[src/rtl/ipu_pkg.sv]
// ----------------------------------------------------------------------------
// ipu_pkg
// Shared types and constants of the integer pixel upscaler.
// ----------------------------------------------------------------------------
`default_nettype none

package ipu_pkg;

	localparam int MAX_WIDTH  = 1024;
	localparam int MAX_HEIGHT = 4096;
	localparam int MAX_SCALE  = 100;

	// register field widths
	localparam int SCALE_W  = 7;
	localparam int WIDTH_W  = 11;
	localparam int HEIGHT_W = 13;
	localparam int CFG_DATA_W  = 13;
	localparam int CFG_INDEX_W = 2;

	// counter widths
	localparam int COL_W = $clog2(MAX_WIDTH);
	localparam int REP_W = $clog2(MAX_SCALE);
	localparam int ROW_W = $clog2(MAX_HEIGHT);

	localparam int PIX_W = 24;

	typedef logic [PIX_W-1:0] pixel_t;

	typedef enum logic [CFG_INDEX_W-1:0] {
		REG_SCALE     = 2'd0,
		REG_IN_WIDTH  = 2'd1,
		REG_IN_HEIGHT = 2'd2
	} cfg_reg_t;

	localparam logic KIND_PIXEL = 1'b0;
	localparam logic KIND_TICK  = 1'b1;

	typedef struct packed {
		logic pad;
		logic row_end;
		logic image_end;
	} out_flags_t;

endpackage

`default_nettype wire

[src/rtl/ipu_out_stage.sv]
// ----------------------------------------------------------------------------
// ipu_out_stage
// Result register: holds one output request until the receiver takes it.
// ----------------------------------------------------------------------------
`default_nettype none

module ipu_out_stage
	import ipu_pkg::*;
(
	input  wire logic       clk,
	input  wire logic       arst_n,
	input  wire logic       accept,
	input  wire logic       emit,
	input  wire out_flags_t flags,
	input  wire pixel_t     rd_data,
	input  wire logic       out_ready,
	output logic            space,
	output logic            out_valid,
	output logic [7:0]      out_blue,
	output logic [7:0]      out_green,
	output logic [7:0]      out_red,
	output logic            is_pad,
	output logic            row_end,
	output logic            image_end
);

	logic       valid_s1;
	out_flags_t flags_s1;
	pixel_t     pix;

	// stage frees up in the same cycle the receiver takes it
	assign space = !valid_s1 || out_ready;

	always_ff @(posedge clk or negedge arst_n) begin
		if (!arst_n) begin
			valid_s1 <= 1'b0;
		end else if (accept) begin
			valid_s1 <= emit;
		end else if (out_ready) begin
			valid_s1 <= 1'b0;
		end
	end

	always_ff @(posedge clk) begin
		if (accept) begin
			flags_s1 <= flags;
		end
	end

	// padding bytes carry zero color
	assign pix       = flags_s1.pad ? '0 : rd_data;
	assign out_valid = valid_s1;
	assign out_blue  = pix[7:0];
	assign out_green = pix[15:8];
	assign out_red   = pix[23:16];
	assign is_pad    = flags_s1.pad;
	assign row_end   = flags_s1.row_end;
	assign image_end = flags_s1.image_end;

endmodule

`default_nettype wire

[config.mk]
export PLATFORM = sky130hd
export DESIGN_NAME = ipu_out_stage
export DESIGN_NICKNAME = d
export VERILOG_FILES = /design/src/rtl/ipu_pkg.sv /design/src/rtl/ipu_out_stage.sv
export SDC_FILE = /design/constraint.sdc
export NUM_CORES = 1
export LEC_CHECK = 0
export BUFFER_PORTS_ARGS = -buffer_cell sky130_fd_sc_hd__buf_2
export CAP_MARGIN = 20
export CELL_PAD_IN_SITES_DETAIL_PLACEMENT = 1
export CELL_PAD_IN_SITES_GLOBAL_PLACEMENT = 1
export CORE_ASPECT_RATIO = 0.9
export CORE_MARGIN = 8
export CORE_UTILIZATION = 15
export DETAILED_ROUTE_END_ITERATION = 8
export GPL_ROUTABILITY_DRIVEN = 0
export GPL_TIMING_DRIVEN = 0
export PLACE_DENSITY_LB_ADDON = 0.1
export SYNTH_ARGS = -nofsm -noshare
export SYNTH_HDL_FRONTEND = slang
export SYNTH_SLANG_ARGS = --single-unit
[constraint.sdc]
create_clock -name clk -period 0.95 [get_ports clk]
set_input_delay 0.19 -clock clk [delete_from_list [all_inputs] [get_ports clk]]
set_output_delay 0.19 -clock clk [all_outputs]
set_load 0.005 [all_outputs]
==> metrics.md <==
| Metric | Value |
|---|---|
| Syn Std Cell Area | `342.8 um^2` |
| CTS Buffer Depth | `2` |
| Critical path's slowest cell | `edfxtp_1` |
| Core Region | `0.002162 mm^2` |
| Post-synth EDFFs | `3` |
| Commonest cells in the netlist | `14 x nor2b_2, 6 x nor2b_1, 4 x and2b_1` |
| Crit path DAT | `1100 ps` |
| Ys flop type | `edfxtp_1` |
| Yosys top cell area share | `0.3577` |
| Max stage delay on crit path | `about 420 ps` |
| Top-count cell post-synth | `nor2b_2` |
| Post-synth ARST share | `0.2500` |
| Crit path cell chain | `buf_4 -> and2b_1 -> buf_2` |
| Die area | `roughly 0.0041 mm^2` |
| CP Class | `flop to output port` |
| Synth area leader | `nor2b_2` |
| Total gr overflow | `0` |
| Top Ports | `61` |
| Drt first pass iters | `2` |
| Synthesized area per cell | `between 10 and 15 um^2` |
| Avg WL per Cell | `~14 um` |
| Die Height | `slightly above 60 um` |
| Initial antenna violation count | `0` |
| Max cap viols | `0` |
| Post-synthesis mux area share | `0` |
| Slew @ Worst Pin | `approximately 150 ps` |
| CTS sink cnt | `4` |
| Max Slew Vio Count | `0` |
| Largest family of logic cells by synthesized area | `simple AND/OR/NAND/NOR gates` |
| XOR/XNOR share of the synthesized area | `0` |
| Worst Clk Skew | `0 ps` |
| CTS root buf | `clkbuf_4` |
| H-tree depth | `1` |
| Synthesis-to-layout area growth | `110.9%` |
| Sequential area share after synthesis | `0.3358` |
| Final hold slack | `129.8 ps` |
| Largest cells by area after synthesis | `nor2b_2 36%, edfxtp_1 26%, nor2b_1 11%, and2b_1 8.8%, dfrtp_1 7.3%` |
| # fillers | `~290` |
| Synth unique cells | `9` |
| First-pass GRT wire length | `roughly 2.6 mm` |
| Synth Area in Simple Gates | `0.5839` |
| Die width | `66.40 um` |
| Vias in the first global route | `around 540` |
| CP startpoint kind | `flop` |
| Pre-CTS setup slack | `-182.8 ps` |
| Largest net degree at the start of global routing | `11` |
| Max Fclk | `a little under 800 MHz` |
| Vias/cell | `3.770` |
| Setup violators final | `26` |
| Final Hold Viols | `0` |
| Crit-path max FO | `5` |
| Slew margin rel. | `0.8960` |
| Tcrit/Tclk final | `1.362` |
| Flop and latch count out of synthesis | `4` |
| Final #Nets | `about 130` |
| Setup repair after global routing missed its margin | `true` |
| CP required | `between 700 and 800 ps` |
| Post-synthesis compound-gate area fraction | `0.01460` |
| Worst VDD drop | `~0.53 mV` |
| Overall power | `between 0.0007 and 0.0008 W` |
| Ant diodes | `0` |
| ANT nets after route | `0` |
| Fraction of the mapped netlist area in adder cells | `0` |
| TritonCTS buffer count | `3` |
| Critical Path End Type | `output port` |
| Placed inst area | `approximately 680 um^2` |
| Worst skew pair latency | `roughly 230 ps` |
| # port buffers | `60` |
| Post-Route WL | `1.730 mm` |
| Initial Util | `0.1586` |
| HP Class | `primary input to flop` |
| Failing checks | `negative setup slack` |
| Yosys warnings | `0` |
| Pwr Density | `around 1000 mW/mm^2` |
| Worst-path clk slew | `40 ps` |
| Total track usage | `0.08132` |
| Post-route cell area | `a little over 700 um^2` |
| Leak | `about 0.42 nW` |
| DRC viols | `0` |
| Post-Syn Nets | `65` |
| CTS tree | `done` |
| Via count of the routed design | `~480` |
| DRT iter0 DRCs | `6` |
| Cell count after synthesis | `33` |
| Layout cells sized above 1 | `0.8182` |
| Minimum clock period after layout | `1294 ps` |
| Core Rows | `16` |
| Final WS setup | `-344.2 ps` |
| Outcome | `complete, but fails checks` |
-- kinds of logic after synthesis --
family | after synthesis
AO/OA/AOI/OAI | 1
AND/OR/NAND/NOR | 26
buffers and inverters | 2
flip-flops | 4
-- layout by cell type (no fill, tap or decap) --
cell type,count
buf_6,2
dfrtp_1,1
nand2_1,1
dlygate4sd3_1,1
edfxtp_1,3
nand2b_1,1
clkbuf_4,3
buf_4,1
o21ai_0,1
and2b_1,4
clkbuf_1,1
nor2b_1,5
buf_2,60
nor2b_2,15
-- report_power, final --
part / total [W] / leakage [nW] / internal [W] / switching, W
clock: 0.000231 / 0.0150 / 0.000158 / 0.0000730
combinational: 0.000266 / 0.362 / 0.000159 / 0.000107
sequential: 0.000211 / 0.0420 / 0.000204 / 0.00000681
total: 0.000708 / 0.419 / 0.000521 / 0.000187
-- stage by stage --
| stage | cells | TNS (ps) | utilization |
|---|---|---|---|
| after floorplan | 33 | -36.89 | - |
| after global placement | 120 | -2676 | 0.3131 |
| after detailed placement | 120 | -2927 | 0.3131 |
| after CTS | 126 | -8147 | 0.3333 |
| after global routing | 126 | -8894 | 0.3345 |
| final | 126 | -7293 | 0.3345 |
-- layout make-up --
type | instances | area (um^2) | area share
timing repair buffer | 62 | 317.8 | 0.4394
multi-input combinational | 27 | 207.7 | 0.2872
sequential | 4 | 115.1 | 0.1592
tap | 27 | 33.78 | 0.04671
clock buffer | 4 | 26.28 | 0.03633
buffer | 2 | 22.52 | 0.03114
-- state kept, by name (all words and copies together), names as in the netlist --
| register | cells |
|---|---|
| image_end | 1 |
| is_pad | 1 |
| out_valid | 1 |
| row_end | 1 |
-- worst max-delay path: cells and delay by family, from the launching register on --
family	cells	cell delay, ps
flip-flops	1	420
buffers and inverters	2	280
AND/OR/NAND/NOR	1	170
-- final timing paths --
| path | start | endpoint | slack [ps] | cells past startpoint |
|---|---|---|---|---|
| hold reg to reg | out_valid | out_valid | 600 | 2 |
| min in group asynchronous | arst_n | out_valid | 310 | 2 |
| hold / removal | flags[1] | row_end | 130 | 1 |
| setup / recovery | is_pad | out_blue[1] | -340 | 3 |
| max in group asynchronous | arst_n | out_valid | 560 | 2 |
| setup reg to reg | out_valid | out_valid | 270 | 2 |
-- layer usage --
layer  up-vias  track usage  wire [um]
met5         -            0          0
met4         0      0.02736          4
met3         2      0.03273        207
met2        34       0.1637        927
met1       207      0.07150        591
li1        232            -          -
-- timing repair --
action | in CTS | in global routing
pin swaps | 0 | 0
gates resized for setup | 0 | 1
buffers inserted | 1 | 0
hold buffers | 1 | 0
endpoints found under the hold margin | 1 | 0
setup endpoints to repair | 26 | 27
No activity file was read; power rests on OpenSTA's default activity.
