**config.mk**
```make
export PLATFORM = sky130hd
export DESIGN_NAME = ipu_ctrl
export DESIGN_NICKNAME = d
export VERILOG_FILES = /design/src/rtl/ipu_pkg.sv /design/src/rtl/ipu_ctrl.sv
export SDC_FILE = /design/constraint.sdc
export NUM_CORES = 1
export LEC_CHECK = 0
export BUFFER_PORTS_ARGS = -buffer_cell sky130_fd_sc_hd__buf_2
export CAP_MARGIN = 40
export CORE_ASPECT_RATIO = 1.2
export CORE_UTILIZATION = 34
export CTS_CLUSTER_DIAMETER = 100
export DETAILED_ROUTE_END_ITERATION = 16
export GPL_ROUTABILITY_DRIVEN = 1
export PLACE_DENSITY = 0.5
export SLEW_MARGIN = 5
export SYNTH_ARGS = -nofsm -noshare
export SYNTH_HDL_FRONTEND = slang
export SYNTH_SLANG_ARGS = --single-unit
```
**constraint.sdc**
```tcl
create_clock -name clk -period 3.25 [get_ports clk]
set_clock_uncertainty 0.2 [all_clocks]
set_input_delay 0.325 -clock clk [delete_from_list [all_inputs] [get_ports clk]]
set_output_delay 0.325 -clock clk [all_outputs]
set_load 0.02 [all_outputs]
```
**src/rtl/ipu_pkg.sv**
```systemverilog
// ----------------------------------------------------------------------------
// ipu_pkg
// Shared types and constants of the integer pixel upscaler.
// ----------------------------------------------------------------------------
`default_nettype none

package ipu_pkg;

	localparam int MAX_WIDTH  = 1024;
	localparam int MAX_HEIGHT = 4096;
	localparam int MAX_SCALE  = 100;

	// register field widths
	localparam int SCALE_W  = 7;
	localparam int WIDTH_W  = 11;
	localparam int HEIGHT_W = 13;
	localparam int CFG_DATA_W  = 13;
	localparam int CFG_INDEX_W = 2;

	// counter widths
	localparam int COL_W = $clog2(MAX_WIDTH);
	localparam int REP_W = $clog2(MAX_SCALE);
	localparam int ROW_W = $clog2(MAX_HEIGHT);

	localparam int PIX_W = 24;

	typedef logic [PIX_W-1:0] pixel_t;

	typedef enum logic [CFG_INDEX_W-1:0] {
		REG_SCALE     = 2'd0,
		REG_IN_WIDTH  = 2'd1,
		REG_IN_HEIGHT = 2'd2
	} cfg_reg_t;

	localparam logic KIND_PIXEL = 1'b0;
	localparam logic KIND_TICK  = 1'b1;

	typedef struct packed {
		logic pad;
		logic row_end;
		logic image_end;
	} out_flags_t;

endpackage

`default_nettype wire

```
**src/rtl/ipu_ctrl.sv**
```systemverilog
// ----------------------------------------------------------------------------
// ipu_ctrl
// Configuration registers and the load / replay counters of the upscaler.
// ----------------------------------------------------------------------------
`default_nettype none

module ipu_ctrl
	import ipu_pkg::*;
(
	input  wire logic                   clk,
	input  wire logic                   arst_n,
	input  wire logic                   cfg_write,
	input  wire logic [CFG_INDEX_W-1:0] cfg_index,
	input  wire logic [CFG_DATA_W-1:0]  cfg_data,
	input  wire logic                   accept,
	input  wire logic                   kind,
	output logic                        wr_en,
	output logic [COL_W-1:0]            wr_addr,
	output logic                        rd_en,
	output logic [COL_W-1:0]            rd_addr,
	output logic                        emit,
	output out_flags_t                  flags
);

	logic [SCALE_W-1:0]  scale_q;
	logic [WIDTH_W-1:0]  in_width_q;
	logic [HEIGHT_W-1:0] in_height_q;

	logic [COL_W-1:0] load_col_q, load_col_d;
	logic             row_ready_q, row_ready_d;
	logic [COL_W-1:0] read_col_q, read_col_d;
	logic [REP_W-1:0] across_q, across_d;
	logic [1:0]       pad_left_q, pad_left_d;
	logic [REP_W-1:0] down_q, down_d;
	logic [ROW_W-1:0] src_row_q, src_row_d;

	logic [SCALE_W-1:0]  s_eff;
	logic [WIDTH_W-1:0]  w_eff;
	logic [HEIGHT_W-1:0] h_eff;
	logic [1:0]          pad_new;
	logic                row_done;

	always_ff @(posedge clk or negedge arst_n) begin
		if (!arst_n) begin
			scale_q     <= SCALE_W'(1);
			in_width_q  <= WIDTH_W'(1);
			in_height_q <= HEIGHT_W'(1);
		end else if (cfg_write) begin
			unique case (cfg_index)
				REG_SCALE:     scale_q     <= cfg_data[SCALE_W-1:0];
				REG_IN_WIDTH:  in_width_q  <= cfg_data[WIDTH_W-1:0];
				REG_IN_HEIGHT: in_height_q <= cfg_data[HEIGHT_W-1:0];
				default:       ;
			endcase
		end
	end

	// zero acts as one, oversize acts as the maximum
	always_comb begin
		if (scale_q == '0)
			s_eff = SCALE_W'(1);
		else if (scale_q > SCALE_W'(MAX_SCALE))
			s_eff = SCALE_W'(MAX_SCALE);
		else
			s_eff = scale_q;

		if (in_width_q == '0)
			w_eff = WIDTH_W'(1);
		else if (in_width_q > WIDTH_W'(MAX_WIDTH))
			w_eff = WIDTH_W'(MAX_WIDTH);
		else
			w_eff = in_width_q;

		if (in_height_q == '0)
			h_eff = HEIGHT_W'(1);
		else if (in_height_q > HEIGHT_W'(MAX_HEIGHT))
			h_eff = HEIGHT_W'(MAX_HEIGHT);
		else
			h_eff = in_height_q;
	end

	// padding bytes of a 3-byte-pixel row equal (width * scale) mod 4
	assign pad_new = 2'(w_eff[1:0] * s_eff[1:0]);

	always_comb begin
		load_col_d  = load_col_q;
		row_ready_d = row_ready_q;
		read_col_d  = read_col_q;
		across_d    = across_q;
		pad_left_d  = pad_left_q;
		down_d      = down_q;
		src_row_d   = src_row_q;
		wr_en       = 1'b0;
		rd_en       = 1'b0;
		emit        = 1'b0;
		row_done    = 1'b0;
		flags       = '0;

		if (accept && kind == KIND_PIXEL && !row_ready_q) begin
			wr_en = 1'b1;
			if ({1'b0, load_col_q} + WIDTH_W'(1) >= w_eff) begin
				load_col_d  = '0;
				row_ready_d = 1'b1;
			end else begin
				load_col_d = load_col_q + COL_W'(1);
			end
		end

		if (accept && kind == KIND_TICK && row_ready_q) begin
			emit = 1'b1;
			if (pad_left_q != 2'd0) begin
				flags.pad  = 1'b1;
				pad_left_d = pad_left_q - 2'd1;
				row_done   = (pad_left_q == 2'd1);
			end else begin
				rd_en = 1'b1;
				if ({1'b0, across_q} + (REP_W+1)'(1) >= (REP_W+1)'(s_eff)) begin
					across_d = '0;
					if ({1'b0, read_col_q} + WIDTH_W'(1) >= w_eff) begin
						read_col_d = '0;
						pad_left_d = pad_new;
						row_done   = (pad_new == 2'd0);
					end else begin
						read_col_d = read_col_q + COL_W'(1);
					end
				end else begin
					across_d = across_q + REP_W'(1);
				end
			end

			// advance to the next output row, release the line after the last copy
			if (row_done) begin
				if ({1'b0, down_q} + (REP_W+1)'(1) >= (REP_W+1)'(s_eff)) begin
					down_d      = '0;
					row_ready_d = 1'b0;
					if ({1'b0, src_row_q} + HEIGHT_W'(1) >= h_eff) begin
						src_row_d       = '0;
						flags.image_end = 1'b1;
					end else begin
						src_row_d = src_row_q + ROW_W'(1);
					end
				end else begin
					down_d = down_q + REP_W'(1);
				end
			end
			flags.row_end = row_done;
		end
	end

	assign wr_addr = load_col_q;
	assign rd_addr = read_col_q;

	always_ff @(posedge clk or negedge arst_n) begin
		if (!arst_n) begin
			load_col_q  <= '0;
			row_ready_q <= 1'b0;
			read_col_q  <= '0;
			across_q    <= '0;
			pad_left_q  <= '0;
			down_q      <= '0;
			src_row_q   <= '0;
		end else begin
			load_col_q  <= load_col_d;
			row_ready_q <= row_ready_d;
			read_col_q  <= read_col_d;
			across_q    <= across_d;
			pad_left_q  <= pad_left_d;
			down_q      <= down_d;
			src_row_q   <= src_row_d;
		end
	end

endmodule

`default_nettype wire

```
==> flow_summary.ini <==
[clock_network]
cts-buffers-inserted = 9
cts_sinks = 80
htreeDepth = 3
clk_path_buf_depth = 2
clk_pin_slew_worst_paths_ps = 60
cts-root-buf = clkbuf_16
clock_latency_ps = 340
cts_tree = yes

[timing]
hold_ws_ps = 20.4
period_needed_ps = 3400
slew_viol_final = 0
tightestPinTransition_ps = 677
slew_headroom = 0.548
fmax_mhz = 294
rsz0062_at_grt = yes
finalHoldViolations = 0
setup_viol_count_final = 2
min_period_over_period = 1.05
setup_ws_ps = -151

[finish]
design_area_um2 = 6590
n_antenna_cell = 0
stdcell_count = 851
synthToLayoutAreaGrowth_pct = 28.5
final_nets = 720
fillerInstances = 1437
drive_above_1_share = 0.313

[place]
portBuffers = 45
dp_hpwl_um = 9680
placedCellCount = 808
gp_congestion = 0.829
place_area_um2 = 5770
place_ws_ps = -16.4

[power_and_ir_drop]
ir_drop_mv = 0.287
p_clk_frac = 0.322
power-per-cell-area_nw_per_um2 = 517
share_comb_of_total_power = 0.306
leakage_uw = 0.00311
p_sw_uw = 1130
p_seq_frac = 0.372
switching_share = 0.333
p_int_uw = 2270
finalPower_uw = 3410

[critical_path]
worstPathArrival_ps = 2880
cp.required_ps = 2720
max_stage_delay_ps = 390
crit_chain = ha_2, and3_4, and3_4, xor2_1, ha_1, and4_1, a31oi_1, a21oi_1, a311o_1, and3_1, buf_6
path_class = register to output pin
timing.critical_path.mode_cell = and3_4
r2r_setup_slack_ps = 130
cp-end-kind = output pin
reg2reg_depth = 13
crit_buf_inv = 1
crit_path_top_delay_cell = dfrtp_1
cp_top_family = simple AND/OR/NAND/NOR gates
reg2reg_from = src_row_q[1]
critPathLaunchType = register
rr_endpoint = src_row_q[9]
path_max_fanout = 4

[global_route]
grt_pass1_vias = 4414
grt_pass1_wl_um = 21900
grt_overflow = 0
grt_max_degree = 81
track_usage = 0.181
antenna_found_initial = 0

[synth]
syn-instance-count = 548
syn_area_um2 = 5130
yosysUniqueCellTypes = 48
synth_seq_area_share = 0.391
synth_xor_area_frac = 0.0632
synth_top_family_by_area = simple AND/OR/NAND/NOR gates
synth_nets = 622
yosysMostFrequentCell = nand2_1
synth_ff_type = dfrtp_1
synth_top_area_share = 0.376
syn_avg_cell_area_um2 = 9.35
synth_edf_count = 0
synth-simple-area-share = 0.194
synth_common_cells = nand2_1 (94), dfrtp_1 (77), o21ai_0 (57)
yosys.area_share.adder = 0.132
yosysWarnings = 0
yosysTopAreaCell = dfrtp_1
synth_compound_area_frac = 0.134
synthTopCellsByArea = dfrtp_1 (38%), ha_1 (13%), nand2_1 (6.9%), mux2_2 (6.4%), o21ai_0 (5.6%)
async_flop_share = 1.00
synth.mux.area_fraction = 0.0637
synth_seq_cells = 80

[floorplan]
fp.coreArea_um2 = 14500
num_io_pins = 46
dieArea_um2 = 15600
rows = 48
die_width_um = 114
die_y_um = 137
start_util = 0.353

[route]
drcViolationCount = 0
wl_per_cell_um = 15.8
first_pass_iters = 4
drt_iter0_markers = 213
vias = 4411
routed_wl_um = 13400
ant_nets = 0
viasPerCell = 5.18

[worst_hold_path]
whs_path_depth = 2
min_to = in_height_q[11]
worst_hold_path_type = input pin to register
holdCritStartpoint = cfg_data[11]

[run_status]
status = finished with violations
violations = setup timing

[flow_run]
maxCapViolCount = 0
-- sequential cells by signal, indices dropped and copies added (netlist names), 7 cells and up --
signal	count
wr_addr	10
in_height_q	13
in_width_q	11
scale_q	7
rd_addr	10
down_q	7
src_row_q	12
across_q	7
-- worst max path at each step --
stage,startpoint,endpoint,slack (ps),depth (start not counted)
floorplan,rd_addr[1],flags[0],30,14
CTS,src_row_q[2],flags[0],-200,12
detailed placement,src_row_q[3],src_row_q[9],-20,13
global route,src_row_q[1],flags[0],-280,12
finish,src_row_q[1],flags[0],-150,11
global placement,scale_q[6],src_row_q[11],70,10
-- layout make-up --
type                       count  area [µm²]  share of cell area
sequential                    80        2010               0.305
clock inverter                 2        35.0             0.00532
tap                          200         250              0.0380
timing repair buffer         100         672               0.102
inverter                      14        55.1             0.00836
clock buffer                  14         284              0.0431
multi-input combinational    441        3280               0.498
-- timing repair --
action,CTS,global route
pin swaps,21,26
buffers inserted,12,15
endpoints found under the hold margin,77,0
gates resized for setup,32,31
hold buffers,1,0
endpoints found under the setup margin,10,18
-- kinds of logic (layout without fill, tap and decap cells) --
group                    after synthesis  count (layout)
AND/OR/NAND/NOR                      212             212
XOR/XNOR                              37              37
multiplexers                          29              29
adder cells (fa/ha/maj)               54              54
AO/OA/AOI/OAI                        109             109
buffers and inverters                 27             130
flip-flops                            80              80
-- placed cells by master, fill, tap and decap left out, types with 5 or more instances in the layout --
cell       count
and3_4         5
nor3_1         5
nand4_1        9
a21o_1         5
nand3_1       29
buf_4         53
a31oi_1        5
dfrtp_1       74
nand2b_1       6
inv_1         11
nand3_2        8
xor2_1        16
nand2_1       90
a32o_1         8
ha_1          49
clkbuf_16      9
mux2_2        29
xnor2_2        6
xnor2_1       13
buf_2         42
nor2_1        20
o21ai_0       52
and3_1         7
a21oi_1       15
-- power groups by stage --
stage                     Sequential (µW)  Clock [µW]  Combinational (µW)
after detailed placement             1280           0                 916
after floorplan                      1290           0                 579
after global routing                 1290        1160                1170
final                                1270        1100                1040
after global placement               1280           0                 885
after CTS                            1260        1120                 967
-- stage by stage --
step                       util  setup TNS (ps)
after floorplan               -               0
after global placement    0.397               0
after detailed placement  0.397           -43.2
after CTS                 0.437            -198
after global routing      0.453            -444
final                     0.453            -212
-- metal layers --
metal  track usage  vias to the layer above  share of wire
li1              -                     2175              -
met1         0.222                     2139           0.46
met2         0.313                       74           0.49
met3        0.0288                       23          0.022
met4        0.0772                        0          0.022
met5             0                        -              0
No activity file was read; power rests on OpenSTA's default activity.
